File: src/hdl/int4_group_dequant_mac_defines.svh
// Assertion macros shared by the int4 group dequant MAC RTL.
// No dependencies; the using module must have clk_i and rst_ni in scope.
`ifndef INT4_GROUP_DEQUANT_MAC_DEFINES_SVH
`define INT4_GROUP_DEQUANT_MAC_DEFINES_SVH

// same-cycle implication, checked out of reset
`define IDQM_ASSERT_NOW(label, ante, cons, msg) \
  label: assert property (@(posedge clk_i) disable iff (!rst_ni) (ante) |-> (cons)) \
    else $error(msg);

// next-cycle implication, checked out of reset
`define IDQM_ASSERT_NEXT(label, ante, cons, msg) \
  label: assert property (@(posedge clk_i) disable iff (!rst_ni) (ante) |=> (cons)) \
    else $error(msg);

`endif

File: src/hdl/idqm_pkg.sv
// Package for the int4 group dequant MAC: item types, control structs, constants.
// No dependencies.
`default_nettype none

package idqm_pkg;

  localparam int ACC_BITS_DEF = 64;
  localparam int NIBBLE_W     = 4;
  localparam int ZP_W         = 12;
  localparam int SCALE_W      = 24;
  localparam int PROD_W       = 21;   // int8 * signed Q.8 diff
  localparam int TERM_W       = 45;   // PROD_W * unsigned Q8.16 scale
  localparam int MAG_W        = 64;   // magnitude split into two 32-bit halves
  localparam int PADDR_W      = 3;

  localparam logic [ZP_W-1:0]    ZP_FIXED        = 12'd2048;  // 8.0 in Q4.8
  localparam logic [SCALE_W-1:0] ACT_SCALE_RESET = 24'd65536; // 1.0 in Q8.16
  localparam logic [31:0]        Q16_MAX         = 32'h7FFF_FFFF;
  localparam logic [31:0]        Q16_MIN         = 32'h8000_0000;

  // register index, taken from paddr[2]
  localparam logic REG_USE_ZP    = 1'b0;
  localparam logic REG_ACT_SCALE = 1'b1;

  typedef struct packed {
    logic signed [7:0]  act_even;
    logic signed [7:0]  act_odd;
    logic [7:0]         packed_weight;
    logic               odd_valid;
    logic [SCALE_W-1:0] group_scale;
    logic [ZP_W-1:0]    group_zero_point;
    logic               last;
  } in_item_t;

  typedef struct packed {
    logic signed [31:0] result;
    logic               saturated;
  } out_item_t;

  typedef enum logic [2:0] {
    ST_IDLE,
    ST_MUL,
    ST_ADD_EVEN,
    ST_ADD_ODD,
    ST_SCALE_MAG,
    ST_SCALE_MUL,
    ST_EMIT
  } state_e;

  typedef struct packed {
    logic load;   // capture operands, form x * (w - zp)
    logic mul;    // multiply by the group scale
  } lane_ctrl_t;

  typedef struct packed {
    logic add;
    logic sel_odd;
    logic clear;
  } acc_ctrl_t;

  typedef struct packed {
    logic mag_en;
    logic mul_en;
  } scale_ctrl_t;

endpackage

`default_nettype wire

File: src/hdl/idqm_lane.sv
// One MAC lane: dequantizes a 4-bit weight and forms x * (w - zp) * scale.
// Depends on idqm_pkg.
`default_nettype none

module idqm_lane import idqm_pkg::*; (
  input  wire logic                     clk_i,
  input  wire lane_ctrl_t               ctrl_i,
  input  wire logic signed [7:0]        act_i,
  input  wire logic [NIBBLE_W-1:0]      weight_i,
  input  wire logic [ZP_W-1:0]          zero_point_i,
  input  wire logic [SCALE_W-1:0]       scale_i,
  input  wire logic                     keep_i,
  output logic signed [TERM_W-1:0]      term_o
);

  logic signed [ZP_W:0]       diff;
  logic signed [PROD_W-1:0]   prod_d, prod_q;
  logic [SCALE_W-1:0]         scale_q;
  logic                       keep_q;
  logic signed [TERM_W-1:0]   term_d, term_q;

  // weight taken as Q4.8, so the difference is exact in Q.8
  assign diff   = signed'({1'b0, weight_i, 8'h00}) - signed'({1'b0, zero_point_i});
  assign prod_d = act_i * diff;
  // kept as a pure signed product; the skip is applied at the register
  assign term_d = prod_q * signed'({1'b0, scale_q});

  always_ff @(posedge clk_i) begin
    if (ctrl_i.load) begin
      prod_q  <= prod_d;
      scale_q <= scale_i;
      keep_q  <= keep_i;
    end
    if (ctrl_i.mul) begin
      term_q <= keep_q ? term_d : '0;
    end
  end

  assign term_o = term_q;

endmodule

`default_nettype wire

File: config.mk
export PLATFORM = sky130hd
export DESIGN_NAME = idqm_lane
export DESIGN_NICKNAME = d
export VERILOG_FILES = /design/src/hdl/int4_group_dequant_mac_defines.svh /design/src/hdl/idqm_pkg.sv /design/src/hdl/idqm_lane.sv
export SDC_FILE = /design/constraint.sdc
export NUM_CORES = 2
export LEC_CHECK = 0
export ABC_AREA = 0
export BUFFER_PORTS_ARGS = -buffer_cell sky130_fd_sc_hd__buf_2
export CORE_MARGIN = 5
export CORE_UTILIZATION = 65
export DETAILED_ROUTE_END_ITERATION = 12
export MAX_ROUTING_LAYER = met4
export PLACE_DENSITY = 0.79
export SYNTH_ARGS = -nofsm -noshare
export SYNTH_HDL_FRONTEND = slang
export SYNTH_SLANG_ARGS = --single-unit
File: constraint.sdc
create_clock -name clk_i -period 9 [get_ports clk_i]
set_clock_uncertainty 0.05 [all_clocks]
set_input_delay 1.8 -clock clk_i [delete_from_list [all_inputs] [get_ports clk_i]]
set_output_delay 1.8 -clock clk_i [all_outputs]
set_load 0.02 [all_outputs]
==> run_results.csv <==
group,metric,value,unit
clock_network,holdBufCountCts,0,
placement,port_buffers,96,
synth,synth_flop_cell,"edfxtp_1",
clock_network,cts-htree-levels,3,
setup_path,critPathLaunchType,"register",
synth,synth_area_per_cell,9.34,sq um
timing,slew_viol_final,0,
route,antenna_left,0,
setup_path,crit_path_end,"term_o[42]",
timing,setup_violations,0,
final_layout,syn2layout_area_growth,3.95,%
synth,synth_seq_cells,91,
status,outcome,"finished, final reports clean",
placement,place_hpwl,43600,microns
global_routing,grtUsageTotal,0.279,
route,routed_wirelength,52800,microns
synth,yosys-top-cells-area,"fa_1, ha_1, edfxtp_1",
timing,slew-limit-headroom,0.219,
final_layout,fin_util,0.684,
synth,synth_edf_count,91,
timing,max_clock_freq,131,MHz
clock_network,post_cts_resize_count,0,
timing,hold_viol,0,
synth,async_reset_ff_frac,0,
setup_path,r2r_slack,1.38,ns
setup_path,critPathMaxFanout,24,
synth,synthCells,2579,
synth,synthMostInstantiatedCell,"inv_1",
setup_path,regToRegStartpoint,"prod_q[14]",
synth,seq_area_frac_synth,0.113,
route,viasPerCell,5.60,
timing,finalCritPeriodShare,0.847,
global_routing,grt_pass1_wl,89300,microns
timing,post-route-min-period,7.62,ns
final_layout,finalNetCount,3350,
final_layout,fill_cells,2881,
setup_path,reg2reg_depth,22,
placement,place.gp.congestion,0.905,
synth,ys_top_cells_by_count,"inv_1, fa_1, nand2_1",
clock_network,clock_latency,0.39,ns
clock_network,clk_pin_slew,0.08,ns
die,initial_core_util,0.658,
setup_path,crit_arrival,7.70,ns
route,dr.pass1.iters,5,
die,die_x,203,microns
clock_network,cts-root-buf,"clkbuf_16",
timing,worstMarginPinSlew,1.17,ns
timing,grt_setup_unrepaired,"false",
global_routing,grt-ovfl-total,0,
route,wl_per_cell,17.3,microns
setup_path,cp_data_required_time,9.08,ns
synth,yosysUniqueCellTypes,64,
die,rows,70,
synth,syn_area,24100,sq um
synth,syn-num-nets,3353,
synth,yosysTopAreaCellShare,0.416,
die,die_area,41000,sq um
global_routing,grt_max_degree,47,
setup_path,critPathLaunch,"prod_q[14]",
die,die_height,203,microns
worst_hold_path,hp-class,"reg -> reg",
final_layout,drive_gt1_frac,0.0535,
global_routing,antenna_found_initial,0,
die,core_area,36600,sq um
global_routing,first_global_vias,18500,
setup_path,reg2reg_to,"term_o[42]",
die,io_pins,97,
timing,fin_setup_tns,0,ns
setup_path,endpoint_kind,"register",
clock_network,cts_buffers,9,
flow_run,max_cap_violations,0,
clock_network,clockBufferDepth,2,
clock_network,tritoncts,"built",
route,drc,0,
clock_network,cts.sink_count,91,
synth,yosysTopAreaCell,"fa_1",
setup_path,critical_path_class,"reg -> reg",
synth,yosys_warnings,0,
clock_network,cts_setup_buffers,0,
route,first_iter_violations,971,
final_layout,n_antenna_cell,0,
route,vias,17100,
cells in the final DEF (no fill, tap or decap), types with 4 or more instances in the layout:
cell / instances
inv_1: 612
fa_1: 501
nand2_1: 333
and2_1: 278
ha_1: 221
buf_2: 96
edfxtp_1: 91
nor2_1: 59
a21oi_1: 50
xnor2_1: 45
a21o_1: 31
nand2b_1: 29
nor2b_1: 23
o21ai_0: 23
xor2_1: 19
o21bai_1: 13
nand3_1: 13
buf_4: 11
nor3_1: 10
clkbuf_16: 9
o211ai_1: 8
and3_1: 8
nand4_1: 8
nor4_1: 7
o21a_1: 7
mux2i_1: 7
a31oi_1: 6
a41oi_1: 5
a211o_1: 4
per-stage QoR:
stage	hold WS (ns)	instance area [sq um]	cells	worst slack [ns]
floorplan	0.572	24100	2579	2.00
global placement	0.858	24700	3033	1.58
detailed placement	0.872	24700	3033	1.42
CTS	0.886	25000	3049	1.41
global route	0.922	25000	3049	1.01
finish	0.877	25000	3049	1.38
state kept, by name, indices dropped and copies added, names as in the netlist:
register,count
scale_q,24
term_o,45
keep_q,1
prod_q,21
how the worst min path moves through the flow:
| stage | depth (start not counted) | endpoint | slack, ns | start |
|---|---|---|---|---|
| 3_3_place_gp | 2 | term_o[3] | 0.86 | keep_q |
| 2_1_floorplan | 1 | term_o[0] | 0.57 | prod_q[0] |
| 5_1_grt | 2 | term_o[3] | 0.92 | keep_q |
| 4_1_cts | 2 | term_o[3] | 0.89 | keep_q |
| 3_5_place_dp | 2 | term_o[15] | 0.87 | keep_q |
| 6_report | 2 | term_o[3] | 0.88 | keep_q |
worst max-delay path, cell delays in order (launching register included):
cell and delay (ns):
edfxtp_1 1.04, nand2_1 0.17, fa_1 0.53, inv_1 0.05, fa_1 0.52, inv_1 0.07
fa_1 0.53, inv_1 0.05, fa_1 0.50, fa_1 0.43, fa_1 0.49, inv_1 0.05
fa_1 0.47, inv_1 0.04, ha_1 0.36, a21oi_1 0.30, nand2_1 0.12, o221a_1 0.26
o31a_1 0.14, a221o_1 0.44, a2111oi_0 0.45, o21ai_1 0.14, mux2i_1 0.14
kinds of logic (layout without fill, tap and decap cells):
logic type | Yosys count | in the layout | share of synthesized area
buffers and inverters | 733 | 735 | 0.116
AOI/OAI and AO/OA | 183 | 183 | 0.0522
DFF | 91 | 91 | 0.113
and+or+nand+nor | 779 | 779 | 0.161
xor gates and xnor gates | 64 | 64 | 0.0233
adders and majority gates | 722 | 722 | 0.531
muxes | 7 | 7 | 0.00291
routing by layer:
layer | global-route usage | vias to the layer above | share of wire
met1 | 0.351 | 8626 | 0.39
met2 | 0.468 | 616 | 0.51
met5 | - | - | 0
met3 | 0.0359 | 149 | 0.061
met4 | 0.105 | 0 | 0.040
li1 | - | 7684 | -
layout make-up:
type	instances	area, sq um	share of cell area
inverters	612	2300	0.0917
clock inverters	7	76.3	0.00305
well taps	468	586	0.0234
flip-flops and latches	91	2730	0.109
multi-input cells	1755	18600	0.741
repair buffers	107	563	0.0225
clock buffers	9	225	0.00899
Power is left out: the tool's default activity adds up to more than one toggle a clock period on the data nets, which glitch-free logic cannot reach.
