File: config.mk
export PLATFORM = sky130hd
export DESIGN_NAME = idqm_scale
export DESIGN_NICKNAME = d
export VERILOG_FILES = /design/src/hdl/int4_group_dequant_mac_defines.svh /design/src/hdl/idqm_pkg.sv /design/src/hdl/idqm_scale.sv
export SDC_FILE = /design/constraint.sdc
export NUM_CORES = 2
export LEC_CHECK = 0
export ABC_AREA = 1
export BUFFER_PORTS_ARGS = -buffer_cell sky130_fd_sc_hd__buf_2
export CORE_MARGIN = 2
export CORE_UTILIZATION = 55
export DETAILED_ROUTE_END_ITERATION = 6
export PLACE_DENSITY_LB_ADDON = 0.05
export SLEW_MARGIN = 10
export SYNTH_ARGS = -nofsm -noshare
export SYNTH_HDL_FRONTEND = slang
export SYNTH_SLANG_ARGS = --single-unit
File: constraint.sdc
create_clock -name clk_i -period 16.99 [get_ports clk_i]
set_clock_uncertainty 0.2 [all_clocks]
set_input_delay 0 -clock clk_i [delete_from_list [all_inputs] [get_ports clk_i]]
set_output_delay 0 -clock clk_i [all_outputs]
set_load 0.005 [all_outputs]
File: src/hdl/int4_group_dequant_mac_defines.svh
// Assertion macros shared by the int4 group dequant MAC RTL.
// No dependencies; the using module must have clk_i and rst_ni in scope.
`ifndef INT4_GROUP_DEQUANT_MAC_DEFINES_SVH
`define INT4_GROUP_DEQUANT_MAC_DEFINES_SVH

// same-cycle implication, checked out of reset
`define IDQM_ASSERT_NOW(label, ante, cons, msg) \
  label: assert property (@(posedge clk_i) disable iff (!rst_ni) (ante) |-> (cons)) \
    else $error(msg);

// next-cycle implication, checked out of reset
`define IDQM_ASSERT_NEXT(label, ante, cons, msg) \
  label: assert property (@(posedge clk_i) disable iff (!rst_ni) (ante) |=> (cons)) \
    else $error(msg);

`endif

File: src/hdl/idqm_pkg.sv
// Package for the int4 group dequant MAC: item types, control structs, constants.
// No dependencies.
`default_nettype none

package idqm_pkg;

  localparam int ACC_BITS_DEF = 64;
  localparam int NIBBLE_W     = 4;
  localparam int ZP_W         = 12;
  localparam int SCALE_W      = 24;
  localparam int PROD_W       = 21;   // int8 * signed Q.8 diff
  localparam int TERM_W       = 45;   // PROD_W * unsigned Q8.16 scale
  localparam int MAG_W        = 64;   // magnitude split into two 32-bit halves
  localparam int PADDR_W      = 3;

  localparam logic [ZP_W-1:0]    ZP_FIXED        = 12'd2048;  // 8.0 in Q4.8
  localparam logic [SCALE_W-1:0] ACT_SCALE_RESET = 24'd65536; // 1.0 in Q8.16
  localparam logic [31:0]        Q16_MAX         = 32'h7FFF_FFFF;
  localparam logic [31:0]        Q16_MIN         = 32'h8000_0000;

  // register index, taken from paddr[2]
  localparam logic REG_USE_ZP    = 1'b0;
  localparam logic REG_ACT_SCALE = 1'b1;

  typedef struct packed {
    logic signed [7:0]  act_even;
    logic signed [7:0]  act_odd;
    logic [7:0]         packed_weight;
    logic               odd_valid;
    logic [SCALE_W-1:0] group_scale;
    logic [ZP_W-1:0]    group_zero_point;
    logic               last;
  } in_item_t;

  typedef struct packed {
    logic signed [31:0] result;
    logic               saturated;
  } out_item_t;

  typedef enum logic [2:0] {
    ST_IDLE,
    ST_MUL,
    ST_ADD_EVEN,
    ST_ADD_ODD,
    ST_SCALE_MAG,
    ST_SCALE_MUL,
    ST_EMIT
  } state_e;

  typedef struct packed {
    logic load;   // capture operands, form x * (w - zp)
    logic mul;    // multiply by the group scale
  } lane_ctrl_t;

  typedef struct packed {
    logic add;
    logic sel_odd;
    logic clear;
  } acc_ctrl_t;

  typedef struct packed {
    logic mag_en;
    logic mul_en;
  } scale_ctrl_t;

endpackage

`default_nettype wire

File: src/hdl/idqm_scale.sv
// Final scaling: |acc| * activation scale as two 32x24 products, then
// rounding toward minus infinity and saturation to Q16.16. Depends on idqm_pkg.
`default_nettype none

module idqm_scale import idqm_pkg::*; #(
  parameter int ACC_BITS = ACC_BITS_DEF
) (
  input  wire logic                     clk_i,
  input  wire scale_ctrl_t              ctrl_i,
  input  wire logic signed [ACC_BITS-1:0] acc_i,
  input  wire logic [SCALE_W-1:0]       act_scale_i,
  output logic [31:0]                   result_o,
  output logic                          saturated_o
);

  localparam int HALF_W = MAG_W / 2;
  localparam int PP_W   = HALF_W + SCALE_W;
  localparam int Q_W    = HALF_W + 9;

  logic [ACC_BITS-1:0] acc_u, mag_d;
  logic [MAG_W-1:0]    mag_q;
  logic                neg_q;
  logic [PP_W-1:0]     hi_q, lo_q;
  logic                hi_ovf, rnd;
  logic [Q_W-1:0]      q;
  logic [31:0]         q32;
  logic                sat;

  assign acc_u = acc_i;
  assign mag_d = acc_i[ACC_BITS-1] ? ((~acc_u) + ACC_BITS'(1)) : acc_u;

  always_ff @(posedge clk_i) begin
    if (ctrl_i.mag_en) begin
      mag_q <= MAG_W'(mag_d);
      neg_q <= acc_i[ACC_BITS-1];
    end
    if (ctrl_i.mul_en) begin
      hi_q <= mag_q[MAG_W-1:HALF_W] * act_scale_i;
      lo_q <= mag_q[HALF_W-1:0] * act_scale_i;
    end
  end

  assign hi_ovf = |hi_q[PP_W-1:HALF_W];
  // negative values round away from zero in magnitude, i.e. floor
  assign rnd    = neg_q && (|lo_q[SCALE_W-1:0]);
  assign q      = Q_W'({hi_q[HALF_W-1:0], 8'h00}) + Q_W'(lo_q[PP_W-1:SCALE_W]) + Q_W'(rnd);
  assign q32    = q[31:0];

  always_comb begin
    if (!neg_q) begin
      sat      = hi_ovf || (|q[Q_W-1:31]);
      result_o = sat ? Q16_MAX : q32;
    end else begin
      sat      = hi_ovf || (|q[Q_W-1:32]) || (q[31] && (|q[30:0]));
      result_o = sat ? Q16_MIN : ((~q32) + 32'd1);
    end
  end

  assign saturated_o = sat;

endmodule

`default_nettype wire

==> results_dict.tcl <==
set metrics [dict create \
    finalSetupTns_ns 0 \
    critPathMaxFanout 24 \
    syn-cell-area_um2 62500 \
    synth_compound_area_share_pct 3.50 \
    hp-start "act_scale_i[1]" \
    worstHoldPathCells 4 \
    synth_top_family_by_area "adder cells" \
    ctsHtreeMaxLevel 4 \
    avgViaCountPerCell 5.20 \
    async_flop_share_pct 0 \
    routabilityCongestion 0.935 \
    grt_pass1_vias 54200 \
    io_buffers 123 \
    yosys.area_share.adder_pct 50.0 \
    grt_max_degree 66 \
    drc 0 \
    final_cell_area_um2 66000 \
    reg2reg_to "lo_q[43]" \
    ant_nets 0 \
    track_usage_pct 32.6 \
    min_period_ns 7.94 \
    use_met2_pct 55.5 \
    dr.first_iter.drc_count 3790 \
    cts_num_sinks 177 \
    grt_overflow 0 \
    wire_per_inst_um 18.5 \
    synthCells 8151 \
    worstMarginPinSlew_ns 1.34 \
    synth_top_cell_by_area "fa_1" \
    cts_root_buffer "clkbuf_16" \
    drv_cap 0 \
    busiest_layer "met2" \
    place_area_um2 64300 \
    coreArea_um2 113000 \
    yosys.area.top_type_share_pct 42.1 \
    r2r-start "mag_q[26]" \
    num_rows 123 \
    synthSimpleGateAreaFrac_pct 18.1 \
    synth_xor_area_share_pct 2.66 \
    worstRegToRegCells 23 \
    grt_pass1_wl_mm 295 \
    fillers 10700 \
    rsz0062_at_grt "false" \
    status "complete, no violations" \
    ys_seq_area_share_pct 8.50 \
    grtUsageMet1_pct 42.9 \
    whs_endpoint "lo_q[1]" \
    fin_crit_sh_pct 46.7 \
    nets 9960 \
    post_cts_buffers 0 \
    start_kind "register" \
    r2r_slack_ns 9.05 \
    hold_viol_final 0 \
    vias 50300 \
    hold_path.class "in2reg" \
    area_growth_pct 5.65 \
    die_area_um2 116000 \
    io_pins 124 \
    fp.dieH_um 341 \
    muxShareOfSynthArea_pct 0 \
    dieWidth_um 341 \
    holdWs_ns 0.145 \
    syn_avg_cell_area_um2 7.67 \
    synthDistinctLibCells 50 \
    clock_latency_ns 0.51 \
    required_ns 17.05 \
    cts_resized 0 \
    synthFlopType "edfxtp_1" \
    antenna_found_initial 6 \
    yosys.cell_count.top_type "inv_1" \
    final_util_pct 58.6 \
    criticalPathCategory "reg2reg" \
    cts_buffers 17 \
    ys_ff_latch 177 \
    synth_nets 9950 \
    clock_path_buffers 2 \
    synth_area_leaders "fa_1 (42%), inv_1 (15%), nand2_1 (13%)" \
    place_hpwl_mm 142 \
    start_util_pct 55.5 \
    cts_tree "built" \
    met3_usage_pct 4.38 \
    yosysWarnings 0 \
    maxSlewHeadroom_pct 10.3 \
    synth-edff-count 177 \
    cp.arrival_ns 8.00 \
    setup_viol 0 \
    layout-drive-gt1-share_pct 3.78 \
    report.final.slew_viol_count 0 \
    cts.clk_slew.worst_paths_ns 0.07 \
    worst_setup_path_end_kind "register" \
    max_freq_mhz 126 \
    drt_wl_total_mm 179 \
    dr.pass1.iters 6 \
    synth_common_cells "inv_1 (2540), nand2_1 (2175), fa_1 (1316)" \
]
[kinds of logic (layout without fill, tap and decap cells)]
| group | Yosys count | count (layout) |
|---|---|---|
| buffers and inverters | 2859 | 2882 |
| AND/OR/NAND/NOR | 2833 | 2833 |
| adder cells (fa/ha/maj) | 1708 | 1708 |
| AO/OA/AOI/OAI | 385 | 385 |
| XOR/XNOR | 189 | 189 |
| flip-flops | 177 | 177 |
| other | 0 | 4 |
[metrics by stage]
step | setup slack [ns] | cells
3_5_place_dp | 9.09 | 9531
6_report | 9.05 | 9678
4_1_cts | 9.07 | 9673
3_3_place_gp | 9.15 | 9531
5_1_grt | 8.72 | 9678
2_1_floorplan | 10.53 | 8151
[timing repair]
item                       in CTS  in global routing
hold endpoints to repair      156                  0
hold buffers                  110                  0
setup endpoints to repair       0                  0
[critical path, stage by stage, from the launching register on]
cell	delay, ns
edfxtp_1	1.17
nand2_1	0.19
fa_1	0.58
inv_1	0.05
fa_1	0.51
inv_1	0.06
fa_1	0.50
fa_1	0.51
inv_1	0.05
fa_1	0.50
fa_1	0.50
inv_1	0.05
fa_1	0.51
inv_1	0.05
ha_1	0.40
nand2_1	0.17
nor4_1	0.35
inv_1	0.09
o21ai_0	0.41
a21oi_1	0.13
o21ai_0	0.38
nand3_1	0.12
nand3_1	0.11
xor2_1	0.07
[layout make-up]
class	count	area, µm²	area share [%]
repair buffers	305	2270	3.44
diodes	4	10.0	0.0152
well taps	1500	1880	2.84
clock buffers	17	425	0.644
inverters	2545	9550	14.5
clock inverters	15	163	0.246
flip-flops and latches	177	5320	8.05
multi-input cells	5115	46400	70.3
[per-layer routing]
metal / vias to the layer above / share of wire (%)
met3: 315 / 7.0
li1: 23100 / -
met2: 1768 / 48
met5: - / 0.010
met4: 4 / 3.9
met1: 25100 / 41
[sequential cells by signal, summed over array words and instances (netlist names)]
| name | flops |
|---|---|
| hi_q | 56 |
| lo_q | 56 |
| mag_q | 64 |
| neg_q | 1 |
[worst max-delay path by stage]
stage / start / slack, ns / end / cells past startpoint
6_report: mag_q[26] / 9.05 / lo_q[43] / 23
5_1_grt: mag_q[26] / 8.72 / lo_q[43] / 23
2_1_floorplan: mag_q[42] / 10.53 / hi_q[52] / 25
4_1_cts: mag_q[26] / 9.07 / lo_q[43] / 23
3_3_place_gp: mag_q[26] / 9.15 / lo_q[43] / 23
3_5_place_dp: mag_q[26] / 9.09 / lo_q[43] / 23
[cells in the final DEF (no fill, tap or decap), types with 108 or more instances in the layout]
cell           count
inv_1           2540
nand2_1         2175
fa_1            1316
ha_1             392
nor2_1           318
edfxtp_1         177
a21oi_1          165
nand3_1          158
buf_2            121
xor2_1           115
dlygate4sd3_1    110
o21ai_0          108
Power is not shown: default switching activity piles up to over one toggle a cycle in this logic, so the estimate is an artifact.
