<file path="config.mk">
export PLATFORM = sky130hd
export DESIGN_NAME = idqm_acc
export DESIGN_NICKNAME = d
export VERILOG_FILES = /design/src/hdl/int4_group_dequant_mac_defines.svh /design/src/hdl/idqm_pkg.sv /design/src/hdl/idqm_acc.sv
export SDC_FILE = /design/constraint.sdc
export NUM_CORES = 1
export LEC_CHECK = 0
export BUFFER_PORTS_ARGS = -buffer_cell sky130_fd_sc_hd__buf_4
export CORE_MARGIN = 8
export CORE_UTILIZATION = 55
export CTS_CLUSTER_DIAMETER = 40
export DETAILED_ROUTE_END_ITERATION = 8
export GPL_TIMING_DRIVEN = 0
export PLACE_DENSITY_LB_ADDON = 0.3
export SYNTH_ARGS = -nofsm -noshare
export SYNTH_HDL_FRONTEND = slang
export SYNTH_SLANG_ARGS = --single-unit
</file>
<file path="constraint.sdc">
create_clock -name clk_i -period 6 [get_ports clk_i]
set_input_delay 0.6 -clock clk_i [delete_from_list [all_inputs] [get_ports clk_i]]
set_output_delay 0.6 -clock clk_i [all_outputs]
set_load 0.005 [all_outputs]
</file>
<file path="src/hdl/int4_group_dequant_mac_defines.svh">
// Assertion macros shared by the int4 group dequant MAC RTL.
// No dependencies; the using module must have clk_i and rst_ni in scope.
`ifndef INT4_GROUP_DEQUANT_MAC_DEFINES_SVH
`define INT4_GROUP_DEQUANT_MAC_DEFINES_SVH

// same-cycle implication, checked out of reset
`define IDQM_ASSERT_NOW(label, ante, cons, msg) \
  label: assert property (@(posedge clk_i) disable iff (!rst_ni) (ante) |-> (cons)) \
    else $error(msg);

// next-cycle implication, checked out of reset
`define IDQM_ASSERT_NEXT(label, ante, cons, msg) \
  label: assert property (@(posedge clk_i) disable iff (!rst_ni) (ante) |=> (cons)) \
    else $error(msg);

`endif

</file>
<file path="src/hdl/idqm_pkg.sv">
// Package for the int4 group dequant MAC: item types, control structs, constants.
// No dependencies.
`default_nettype none

package idqm_pkg;

  localparam int ACC_BITS_DEF = 64;
  localparam int NIBBLE_W     = 4;
  localparam int ZP_W         = 12;
  localparam int SCALE_W      = 24;
  localparam int PROD_W       = 21;   // int8 * signed Q.8 diff
  localparam int TERM_W       = 45;   // PROD_W * unsigned Q8.16 scale
  localparam int MAG_W        = 64;   // magnitude split into two 32-bit halves
  localparam int PADDR_W      = 3;

  localparam logic [ZP_W-1:0]    ZP_FIXED        = 12'd2048;  // 8.0 in Q4.8
  localparam logic [SCALE_W-1:0] ACT_SCALE_RESET = 24'd65536; // 1.0 in Q8.16
  localparam logic [31:0]        Q16_MAX         = 32'h7FFF_FFFF;
  localparam logic [31:0]        Q16_MIN         = 32'h8000_0000;

  // register index, taken from paddr[2]
  localparam logic REG_USE_ZP    = 1'b0;
  localparam logic REG_ACT_SCALE = 1'b1;

  typedef struct packed {
    logic signed [7:0]  act_even;
    logic signed [7:0]  act_odd;
    logic [7:0]         packed_weight;
    logic               odd_valid;
    logic [SCALE_W-1:0] group_scale;
    logic [ZP_W-1:0]    group_zero_point;
    logic               last;
  } in_item_t;

  typedef struct packed {
    logic signed [31:0] result;
    logic               saturated;
  } out_item_t;

  typedef enum logic [2:0] {
    ST_IDLE,
    ST_MUL,
    ST_ADD_EVEN,
    ST_ADD_ODD,
    ST_SCALE_MAG,
    ST_SCALE_MUL,
    ST_EMIT
  } state_e;

  typedef struct packed {
    logic load;   // capture operands, form x * (w - zp)
    logic mul;    // multiply by the group scale
  } lane_ctrl_t;

  typedef struct packed {
    logic add;
    logic sel_odd;
    logic clear;
  } acc_ctrl_t;

  typedef struct packed {
    logic mag_en;
    logic mul_en;
  } scale_ctrl_t;

endpackage

`default_nettype wire

</file>
<file path="src/hdl/idqm_acc.sv">
// Merge stage: saturating accumulator that folds in the even then the odd lane term.
// Depends on idqm_pkg.
`default_nettype none

module idqm_acc import idqm_pkg::*; #(
  parameter int ACC_BITS = ACC_BITS_DEF
) (
  input  wire logic                     clk_i,
  input  wire logic                     rst_ni,
  input  wire acc_ctrl_t                ctrl_i,
  input  wire logic signed [TERM_W-1:0] term_even_i,
  input  wire logic signed [TERM_W-1:0] term_odd_i,
  output logic signed [ACC_BITS-1:0]    acc_o
);

  localparam logic [ACC_BITS-1:0] AccMax = {1'b0, {(ACC_BITS-1){1'b1}}};
  localparam logic [ACC_BITS-1:0] AccMin = {1'b1, {(ACC_BITS-1){1'b0}}};

  logic signed [ACC_BITS-1:0] acc_d, acc_q;
  logic signed [TERM_W-1:0]   term_sel;
  logic signed [ACC_BITS:0]   sum;

  assign term_sel = ctrl_i.sel_odd ? term_odd_i : term_even_i;
  assign sum      = (ACC_BITS+1)'(acc_q) + (ACC_BITS+1)'(term_sel);

  always_comb begin
    acc_d = acc_q;
    if (ctrl_i.clear) begin
      acc_d = '0;
    end else if (ctrl_i.add) begin
      // one guard bit: the top two differ only on overflow
      if (sum[ACC_BITS] != sum[ACC_BITS-1]) begin
        acc_d = sum[ACC_BITS] ? signed'(AccMin) : signed'(AccMax);
      end else begin
        acc_d = sum[ACC_BITS-1:0];
      end
    end
  end

  always_ff @(posedge clk_i or negedge rst_ni) begin
    if (!rst_ni) begin
      acc_q <= '0;
    end else begin
      acc_q <= acc_d;
    end
  end

  assign acc_o = acc_q;

endmodule

`default_nettype wire

</file>
==> impl_results.md, run 1 <==
* Hold crit path type: primary input to asynchronous set/reset pin
* Synth area leader: dfrtp_1
* TritonCTS clock tree: done
* Most frequent CP cell: clkbuf_1
* DR DRC count at 0
* Worst-Margin Slew at 858 ps
* Final Hold Viols at 0
* Period minus WS final at between 5000 and 6000 ps
* Hold_ws at 365 ps
* Setup TNS at 0 ps
* Total Routing Usage GR at between 20 and 25%
* # rows at 40
* Input/output buffers at ~160
* Main synth FF type: dfrtp_1
* CP delay by family, top: compound AO/OA/AOI/OAI gates
* Main combinational cell family by area after synthesis: compound AO/OA/AOI/OAI gates
* Max-slew headroom at between 40 and 50%
* Top-count cell post-synth: nand2_1
* CTS root buf: clkbuf_16
* Slowest stage delay, CP at ~600 ps
* CTS Buf Count at 9
* H-tree Lvls at 3
* Layout cell share with drive strength beyond 1 at 22.5%
* Routed len/inst at between 15 and 20 um
* Die H at 126 um
* Die ar. at 15900 um^2
* Post-synth top area share at a little under a quarter
* Seq cells post-synth at 64
* ANT cells at 0
* Fillers at between 1000 and 1500
* Period utilization at 89.1%
* Setup Viol. Count Final at 0
* PD cells at 476 nW/um^2
* Mapped Area at between 6000 and 7000 um^2
* DP Wirelength at 15.1 mm
* Mapped Nets at around 1000
* Horiz. Die Dim at 126 um
* Post-synthesis mux area share at 7.58%
* EDFF count, synth at 0
* FF-to-FF setup slack at between 1500 and 2000 ps
* Top cells by area, synth: dfrtp_1 (24%), ha_1 (12%), mux2_2 (7.6%), nand2_1 (6.5%), o21ai_0 (6.4%)
* Post-Synth Simple-Gate Area at between 10% and 20%
* Worst-case clock buffer depth at 2
* WS Path Type: primary input to flop
* CP startpoint kind: primary input
* Worst Setup End Kind: flop
* Worst VDD drop at roughly 0.23 mV
* Vias in the first global route at 6791
* Leakage at between 4 and 5 nW
* CP Max Fanout at 10
* Register area share after synthesis at 24.0%
* Pins Over Slew Limit at 0
* Largest net degree at the start of global routing at 65
* Status: completed
* Area grow syn2layout at 24.1%
* Max Cap Viol at 0
* Synth Area per Inst at 7.73 um^2
* CP max stage cell: clkbuf_1
* Synth unique cells at 61
* Pwr Total at approximately 4 mW
* WP data arrival at between 5000 and 6000 ps
* Initial DRC count at around 450
* FMAX at 187 MHz
* WP buf/inv at 3
* Post-synthesis adder-cell area fraction at 12.3%
* Post-Synthesis Cells at a little under 900
* Worst path cell trace: clkbuf_1, clkbuf_1, mux2_2, ha_1, clkbuf_1, nand2_1, nor2_1, nand2_1, nor4b_1, o31ai_1, or3_1, o41ai_2, a21oi_1, a21oi_1, xor2_1, a221o_1
* Antenna-violating nets left at 0
* Layout Nets at between 1000 and 1500
* Clock Sinks at 64
* Layout Cells excl Fill at roughly 1200
* Area of the core at ~12000 um^2
* Io pins at around 160
* Global-route wire length before repair at roughly 32 mm
* Pre-antenna DRT Iters at 5
* Largest register FFs at between 60 and 70
* Vias at around 7000
* GRT Residual Overflow at 0
* Hold Buf Count CTS at 0
* Final WL at 19.0 mm
* Initial antenna violation count at 0
* Clock Pin Slew Worst Setup and Hold Paths at 50 ps
* Vias/cell at between 5 and 6
* Post-CTS sizing at 0
* Setup bufs post-CTS at 0
* Synth cell count leaders: nand2_1 (116), nor2_1 (94), o21ai_0 (85)
* Worst-Skew Late Latency at between 300 and 400 ps
* Unrepaired setup endpoints after global routing: no
* Gpl congestion at 0.965
* Yosys warnings at 0
* Worst path required time at between 6000 and 7000 ps
* Placed cells at between 1000 and 1500
* Setup skew after layout at ~5.3 ps
* Initial Utilization at roughly 56%
* Post-synth ARST share at 100%
* Compound-Gate Fraction of Synth Area at a little over a quarter
* Post-synthesis xor/xnor area fraction at around 7.6%
## layout make-up
| type | count | area, um^2 | share of cell area, % |
|---|---|---|---|
| plain buffers | 41 | 165 | 1.99 |
| clock buffers | 14 | 244 | 2.94 |
| clock inverters | 1 | 5.00 | 0.0603 |
| inverters | 24 | 90.1 | 1.09 |
| multi-input cells | 736 | 4830 | 58.2 |
| flip-flops and latches | 64 | 1600 | 19.3 |
| well taps | 147 | 184 | 2.22 |
| repair buffers | 157 | 1180 | 14.2 |
## worst register-to-register path: stages, from the launching register on
cell and delay [ps]:
dfrtp_1 400, ha_1 260, fa_1 440, a211o_1 300, a21o_1 210, o221a_1 280
o31ai_2 350, a31oi_1 240, o21ai_2 340, o21ai_2 130, o21ai_1 210, a311o_2 330
clkbuf_1 400, o21ai_0 170
## path summary, 6_finish.rpt
path / startpoint / end / cells after the start
worst min-delay path: rst_ni / acc_o[10]$_DFFE_PN0P_ / 1
worst max register to register: acc_o[0]$_DFFE_PN0P_ / acc_o[21]$_DFFE_PN0P_ / 13
max in group asynchronous: rst_ni / acc_o[19]$_DFFE_PN0P_ / 1
worst max-delay path: ctrl_i[1] / acc_o[61]$_DFFE_PN0P_ / 16
min in group clk_i: ctrl_i[0] / acc_o[63]$_DFFE_PN0P_ / 2
worst min register to register: acc_o[35]$_DFFE_PN0P_ / acc_o[35]$_DFFE_PN0P_ / 2
## layout by cell type, fill, tap and decap left out, types with 24 or more instances in the layout
cell type | synthesis | routed
a21oi_1 | 82 | 82
buf_4 | 0 | 157
clkbuf_1 | 31 | 36
dfrtp_1 | 64 | 64
ha_1 | 64 | 64
inv_1 | 24 | 24
mux2_2 | 45 | 45
nand2_1 | 116 | 116
nor2_1 | 94 | 94
o21ai_0 | 85 | 85
xnor2_1 | 34 | 34
xor2_1 | 24 | 24
## power breakdown
| group | switching (mW) | internal (mW) | total [mW] | leakage [nW] |
|---|---|---|---|---|
| registers | 0.167 | 0.610 | 0.777 | 0.845 |
| logic | 1.54 | 1.17 | 2.71 | 3.03 |
| clock network | 0.186 | 0.277 | 0.464 | 0.121 |
| total | 1.89 | 2.06 | 3.95 | 4.00 |
## cell families (layout without fill, tap and decap cells)
kind of cell    count (synthesis)  after routing
compound gates                288            288
xor+xnor                       58             58
fa+ha+maj                      65             65
buf+inv                        65            237
flops                          64             64
mux                            45             45
simple gates                  280            280
## metal layers
layer | up-vias | track usage, % | wire [um]
li1 | 3470 | - | -
met1 | 3198 | 30.9 | 8490
met2 | 264 | 38.9 | 8680
met3 | 32 | 5.06 | 1450
met4 | 0 | 8.56 | 402
met5 | - | 0 | 0
## through the flow
stage	utilization [%]	area (um^2)	worst slack (ps)
finish	69.3	8290	657
global placement	67.3	8050	413
CTS	69.3	8290	697
floorplan	-	6680	1610
detailed placement	67.3	8050	395
global route	69.3	8290	362
Power figures use the tool's default switching activity.
==> inputs of run 2 (changes only) <==
--- a/config.mk
+++ b/config.mk
@@ -13,4 +13,5 @@
 export GPL_TIMING_DRIVEN = 0
 export PLACE_DENSITY_LB_ADDON = 0.3
+export REMOVE_ABC_BUFFERS = 1
 export SYNTH_ARGS = -nofsm -noshare
 export SYNTH_HDL_FRONTEND = slang
==> constraint.sdc (replaced) <==
create_clock -name clk_i -period 6 [get_ports clk_i]
set_input_delay 0.6 -clock clk_i [delete_from_list [all_inputs] [get_ports clk_i]]
set_output_delay 0.6 -clock clk_i [all_outputs]
set_load 0.05 [all_outputs]
==> impl_results.md, run 2 (same netlist as run 1, synthesis figures left out) <==
* WP data arrival at 5910 ps (+350 ps)
* Area of the core at 12000 um^2 (unchanged)
* Clock Sinks at 64 (unchanged)
* Largest register FFs at 64 (unchanged)
* H-tree Lvls at 3 (unchanged)
* Routed len/inst at 16.5 um (+2.6%)
* Clock Pin Slew Worst Setup and Hold Paths at 60 ps (about the same)
* Final Hold Viols at 0 (unchanged)
* CP startpoint kind: primary input
* Setup bufs post-CTS at 0 (unchanged)
* FMAX at 176 MHz (-6.2%)
* Input/output buffers at 158 (+0.64%)
* GRT Residual Overflow at 0 (unchanged)
* Unrepaired setup endpoints after global routing: no
* Initial antenna violation count at 0 (unchanged)
* DR DRC count at 0 (unchanged)
* ANT cells at 0 (unchanged)
* Leakage at 4.01 nW (+0.16%)
* Pre-antenna DRT Iters at 7 (+2)
* WS Path Type: primary input to flop
* Area grow syn2layout at 24.2% (about the same)
* Largest net degree at the start of global routing at 65 (unchanged)
* Post-CTS sizing at 0 (unchanged)
* PD cells at 570 nW/um^2 (+20%)
* CP max stage cell: a311o_2
* Vias/cell at 5.95 (+1.1%)
* Period minus WS final at 5690 ps (+350 ps)
* Worst path required time at 6220 ps (about the same)
* Worst-case clock buffer depth at 2 (unchanged)
* Final WL at 18.9 mm (-0.47%)
* Horiz. Die Dim at 126 um (unchanged)
* Worst path cell trace: buf_4, mux2_2, ha_1, fa_1, a211o_1, a21o_1, o221a_1, o31ai_2, a31oi_1, o21ai_2, o21ai_2, o21ai_1, a311o_2, inv_1, a221o_1
* Global-route wire length before repair at 31.8 mm (-0.86%)
* Status: completed
* Worst flop-to-flop path startpoint: acc_o[0]$_DFFE_PN0P_
* Layout cell share with drive strength beyond 1 at 23.5% (+0.98 points)
* Gpl congestion at 0.907 (-6.0%)
* Most frequent cells in the layout: buf_4 (158), nand2_1 (116), nor2_1 (93)
* DP Wirelength at 14.4 mm (-4.8%)
* R2R cell count at 13 (unchanged)
* Max-slew headroom at 24.0% (-19 points)
* Worst Setup End Kind: flop
* Pins Over Slew Limit at 0 (unchanged)
* Antenna-violating nets left at 0 (unchanged)
* FF-to-FF setup slack at 1030 ps (-780 ps)
* Pwr Total at 4.73 mW (+20%)
* CP Max Fanout at 62 (+52)
* Worst-Skew Late Latency at 340 ps (about the same)
* Setup Viol. Count Final at 0 (unchanged)
* Io pins at 159 (unchanged)
* Setup TNS at 0 ps (unchanged)
* Hold crit path type: primary input to asynchronous set/reset pin
* Initial Utilization at 55.9% (unchanged)
* Vias at 6832 (-1.9%)
* Period utilization at 94.9% (+5.8 points)
* Layout Nets at 1157 (-3.0%)
* Worst-Margin Slew at 1140 ps (+282 ps)
* Hold Buf Count CTS at 0 (unchanged)
* # rows at 40 (unchanged)
* Most common cell after layout, fill and taps aside: buf_4
* Slowest stage delay, CP at 970 ps (+370 ps)
* Total Routing Usage GR at 23.8% (-0.22 points)
* Die ar. at 15900 um^2 (unchanged)
* R2r endpoint: acc_o[61]$_DFFE_PN0P_
* TritonCTS clock tree: done
* CTS Buf Count at 9 (unchanged)
* Die H at 126 um (unchanged)
* Most frequent CP cell: o21ai_2
* Max Cap Viol at 0 (unchanged)
* CTS root buf: clkbuf_16
* Initial DRC count at 494 (+9.3%)
* Setup skew after layout at 6.37 ps (+1.09 ps)
* Worst VDD drop at 0.260 mV (+15%)
* Vias in the first global route at 6806 (+0.22%)
-- run 2: cell count changes in the layout (fill, tap and decap cells not counted), sizes merged --
cell    previous run  this run
bufinv             0         2
buf              165       162
clkinv             1         0
clkbuf            47        14
-- run 2: layout make-up --
class                           instances  area, um^2
Fill cell                            1003        3660
Tap cell                              147         184
Multi-Input combinational cell        736        4840
Timing Repair Buffer                  162        1250
Sequential cell                        64        1600
Inverter                               24        90.1
Clock inverter                          2        60.1
Clock buffer                           14         274
-- run 2: critical path: cells and delay by family --
family	cells	cell delay (ps)
AO/OA/AOI/OAI	10	3510
adder cells (fa/ha/maj)	2	680
buffers and inverters	2	660
multiplexers	1	410
-- run 2: worst max path at each step --
stage,from,end,slack (ps),depth (start not counted)
CTS,ctrl_i[1],acc_o[61]$_DFFE_PN0P_,340,15
global route,ctrl_i[1],acc_o[20]$_DFFE_PN0P_,8,15
floorplan,ctrl_i[1],acc_o[20]$_DFFE_PN0P_,390,13
detailed placement,ctrl_i[1],acc_o[61]$_DFFE_PN0P_,2,15
finish,ctrl_i[1],acc_o[61]$_DFFE_PN0P_,310,15
global placement,ctrl_i[1],acc_o[20]$_DFFE_PN0P_,-2250,14
-- run 2: power by group --
part	switching (mW)	internal, mW
clock network	0.196	0.398
registers	0.168	0.610
logic	2.14	1.22
-- run 2: per-stage QoR --
step                util, %  instance area (um^2)  setup slack [ps]  hold WS [ps]  cells
floorplan                 -                  6520               386           304    824
global placement       65.9                  7890             -2250           496   1129
detailed placement     66.6                  7960              2.16           505   1133
CTS                    69.4                  8300               340           407   1149
global route           69.4                  8300              8.28           444   1149
finish                 69.4                  8300               307           371   1149
-- run 2: metal layers --
| metal | share of wire, % | up-vias | wire [um] | GRT usage, % |
|---|---|---|---|---|
| li1 | - | 3378 | - | - |
| met1 | 44 | 3175 | 8260 | 28.8 |
| met2 | 48 | 252 | 9000 | 40.4 |
| met3 | 7.3 | 27 | 1390 | 6.24 |
| met4 | 1.5 | 0 | 289 | 7.36 |
| met5 | 0 | - | 0 | 0 |
==> inputs of run 3 (changes only) <==
PLACE_DENSITY = 0.93   (was not set)
PLACE_DENSITY_LB_ADDON = not set   (was 0.3)
==> impl_results.md, run 3 (same netlist as run 1, synthesis figures left out) <==
* Status: completed
* Pre-antenna DRT Iters at 5 (-2)
* Highest routed layer: met4
* CTS Buf Count at 9 (unchanged)
* Worst flop-to-flop path startpoint: acc_o[0]$_DFFE_PN0P_
* H-tree Lvls at 3 (unchanged)
* Final setup margin at 471 ps (+165 ps)
* Worst VDD drop at 0.244 mV (-6.2%)
* Routed len/inst at 17.5 um (+6.0%)
* Setup Viol. Count Final at 0 (unchanged)
* Routed length on met2 at 9.48 mm (+5.4%)
* Global-route wire length before repair at 32.3 mm (+1.5%)
* Period utilization at 92.1% (-2.7 points)
* Hold crit path type: primary input to asynchronous set/reset pin
* Worst setup path startpoint: ctrl_i[1]
* Post-CTS sizing at 0 (unchanged)
* PD cells at 567 nW/um^2 (-0.54%)
* Max Cap Viol at 0 (unchanged)
* Int Power at 2.17 mW (-2.8%)
* WS Path Type: primary input to flop
* Largest net degree at the start of global routing at 65 (unchanged)
* Hold Buf Count CTS at 0 (unchanged)
* DR DRC count at 0 (unchanged)
* Max-slew headroom at 34.8% (+11 points)
* Clock Sinks at 64 (unchanged)
* Routed wl met3 at 1.61 mm (+16%)
* Most frequent cells in the layout: buf_4 (158), nand2_1 (116), nor2_1 (93)
* Most common cell after layout, fill and taps aside: buf_4
* Antenna-violating nets left at 0 (unchanged)
* Setup skew after layout at 9.15 ps (+2.78 ps)
* CTS root buf: clkbuf_16
* Period minus WS final at 5530 ps (-165 ps)
* Flop pwr share at 16.5% (about the same)
* GRT Residual Overflow at 0 (unchanged)
* Gpl congestion at 0.926 (+2.1%)
* Final Hold Viols at 0 (unchanged)
* DP Wirelength at 14.8 mm (+3.1%)
* Final WL at 20.1 mm (+6.1%)
* Initial DRC count at 467 (-5.5%)
* Initial antenna violation count at 0 (unchanged)
* Multi-input logic area at 4850 um^2 (+0.23%)
* Pre-CTS setup slack at 7.46 ps (+5.30 ps)
* FMAX at 181 MHz (+3.0%)
* CP Max Fanout at 45 (-27%)
* Vias in the first global route at 6783 (-0.34%)
* Net Switching at 2.54 mW (+1.6%)
* Setup bufs post-CTS at 0 (unchanged)
* Pwr Total at 4.70 mW (-0.52%)
* WP data arrival at 5750 ps (-160 ps)
* # rows at 40 (unchanged)
* Worst-Margin Slew at 973 ps (-166 ps)
* Slowest stage delay, CP at 730 ps (-240 ps)
* Die ar. at 15900 um^2 (unchanged)
* ANT cells at 0 (unchanged)
* Worst-case clock buffer depth at 2 (unchanged)
* Worst-Skew Late Latency at 340 ps (about the same)
* Most frequent CP cell: o21ai_2
* Leakage at 4.00 nW (-0.18%)
* Worst Setup End Kind: flop
* Worst path cell trace: buf_4, mux2_2, ha_1, fa_1, a211o_1, a21o_1, o221a_1, o31ai_2, a31oi_1, o21ai_2, o21ai_2, o21ai_1, a311o_2, inv_1, a221o_1
* Pins Over Slew Limit at 0 (unchanged)
* Sequential cell area at 1600 um^2 (unchanged)
* Layout Nets at 1159 (+0.17%)
* Area of the core at 12000 um^2 (unchanged)
* Vias/cell at 6.08 (+2.3%)
* Logic pwr share at 72.2% (+1.2 points)
* Layout cell share with drive strength beyond 1 at 23.5% (+0.076 points)
* Unrepaired setup endpoints after global routing: no
* Largest register FFs at 64 (unchanged)
* Fillers at 942 (-6.1%)
* TritonCTS clock tree: done
* Vias at 6992 (+2.3%)
* Input/output buffers at 158 (unchanged)
* CP startpoint kind: primary input
* Worst path required time at 6220 ps (about the same)
* Die H at 126 um (unchanged)
* Clock network fraction of design power at 11.2% (-1.4 points)
* Net Sw Frac at 54.0% (+1.1 points)
* Initial Utilization at 55.9% (unchanged)
* Total Routing Usage GR at 24.0% (+0.25 points)
* Horiz. Die Dim at 126 um (unchanged)
* CP max stage cell: a311o_2
* Io pins at 159 (unchanged)
* Area grow syn2layout at 24.2% (about the same)
* Clock Pin Slew Worst Setup and Hold Paths at 60 ps (about the same)
* Post-Route M1 WL at 8.38 mm (+1.5%)
run 3: cell type report:
| cell class | count | area share (%) |
|---|---|---|
| Inverter | 24 | 1.09 |
| Clock inverter | 3 | 0.513 |
| Tap cell | 147 | 2.22 |
| Sequential cell | 64 | 19.3 |
| Multi-Input combinational cell | 737 | 58.5 |
| Clock buffer | 12 | 2.97 |
| Timing Repair Buffer | 163 | 15.5 |
run 3: routing by layer:
metal | up-vias | GRT usage (%)
li1 | 3398 | -
met1 | 3226 | 28.3
met2 | 311 | 40.8
met3 | 57 | 6.84
met4 | 0 | 8.63
met5 | - | 0
run 3: path summary, 6_finish.rpt:
check / to / slack, ps / cells after the start
min: acc_o[30]$_DFFE_PN0P_ / 370 / 1
min in group clk_i: acc_o[63]$_DFFE_PN0P_ / 460 / 2
min reg2reg: acc_o[28]$_DFFE_PN0P_ / 510 / 2
max: acc_o[61]$_DFFE_PN0P_ / 470 / 15
max in group asynchronous: acc_o[22]$_DFFE_PN0P_ / 5070 / 1
max reg2reg: acc_o[61]$_DFFE_PN0P_ / 1230 / 13
run 3: stage by stage:
| stage | utilization [%] | setup TNS, ps | area (um^2) | std cells | hold slack, ps |
|---|---|---|---|---|---|
| after floorplan | - | 0 | 6520 | 824 | 304 |
| after global placement | 65.9 | -127490 | 7890 | 1129 | 494 |
| after detailed placement | 66.9 | 0 | 8000 | 1134 | 503 |
| after CTS | 69.3 | 0 | 8290 | 1149 | 407 |
| after global routing | 69.4 | 0 | 8300 | 1150 | 454 |
| final | 69.4 | 0 | 8300 | 1150 | 372 |
run 3: power groups by stage:
stage                     clock network [mW]  logic, mW  registers (mW)
after global routing                   0.548       3.69           0.805
after detailed placement                   0       3.33           0.781
final                                  0.529       3.40           0.777
after global placement                     0       3.25           0.770
after floorplan                            0       1.86            1.38
after CTS                              0.533       3.36           0.777
run 3: worst max-delay path: cells and delay by family:
kind                     cells  cell delay [ps]
AO/OA/AOI/OAI               10             3370
adder cells (fa/ha/maj)      2              650
multiplexers                 1              410
buffers and inverters        2              670
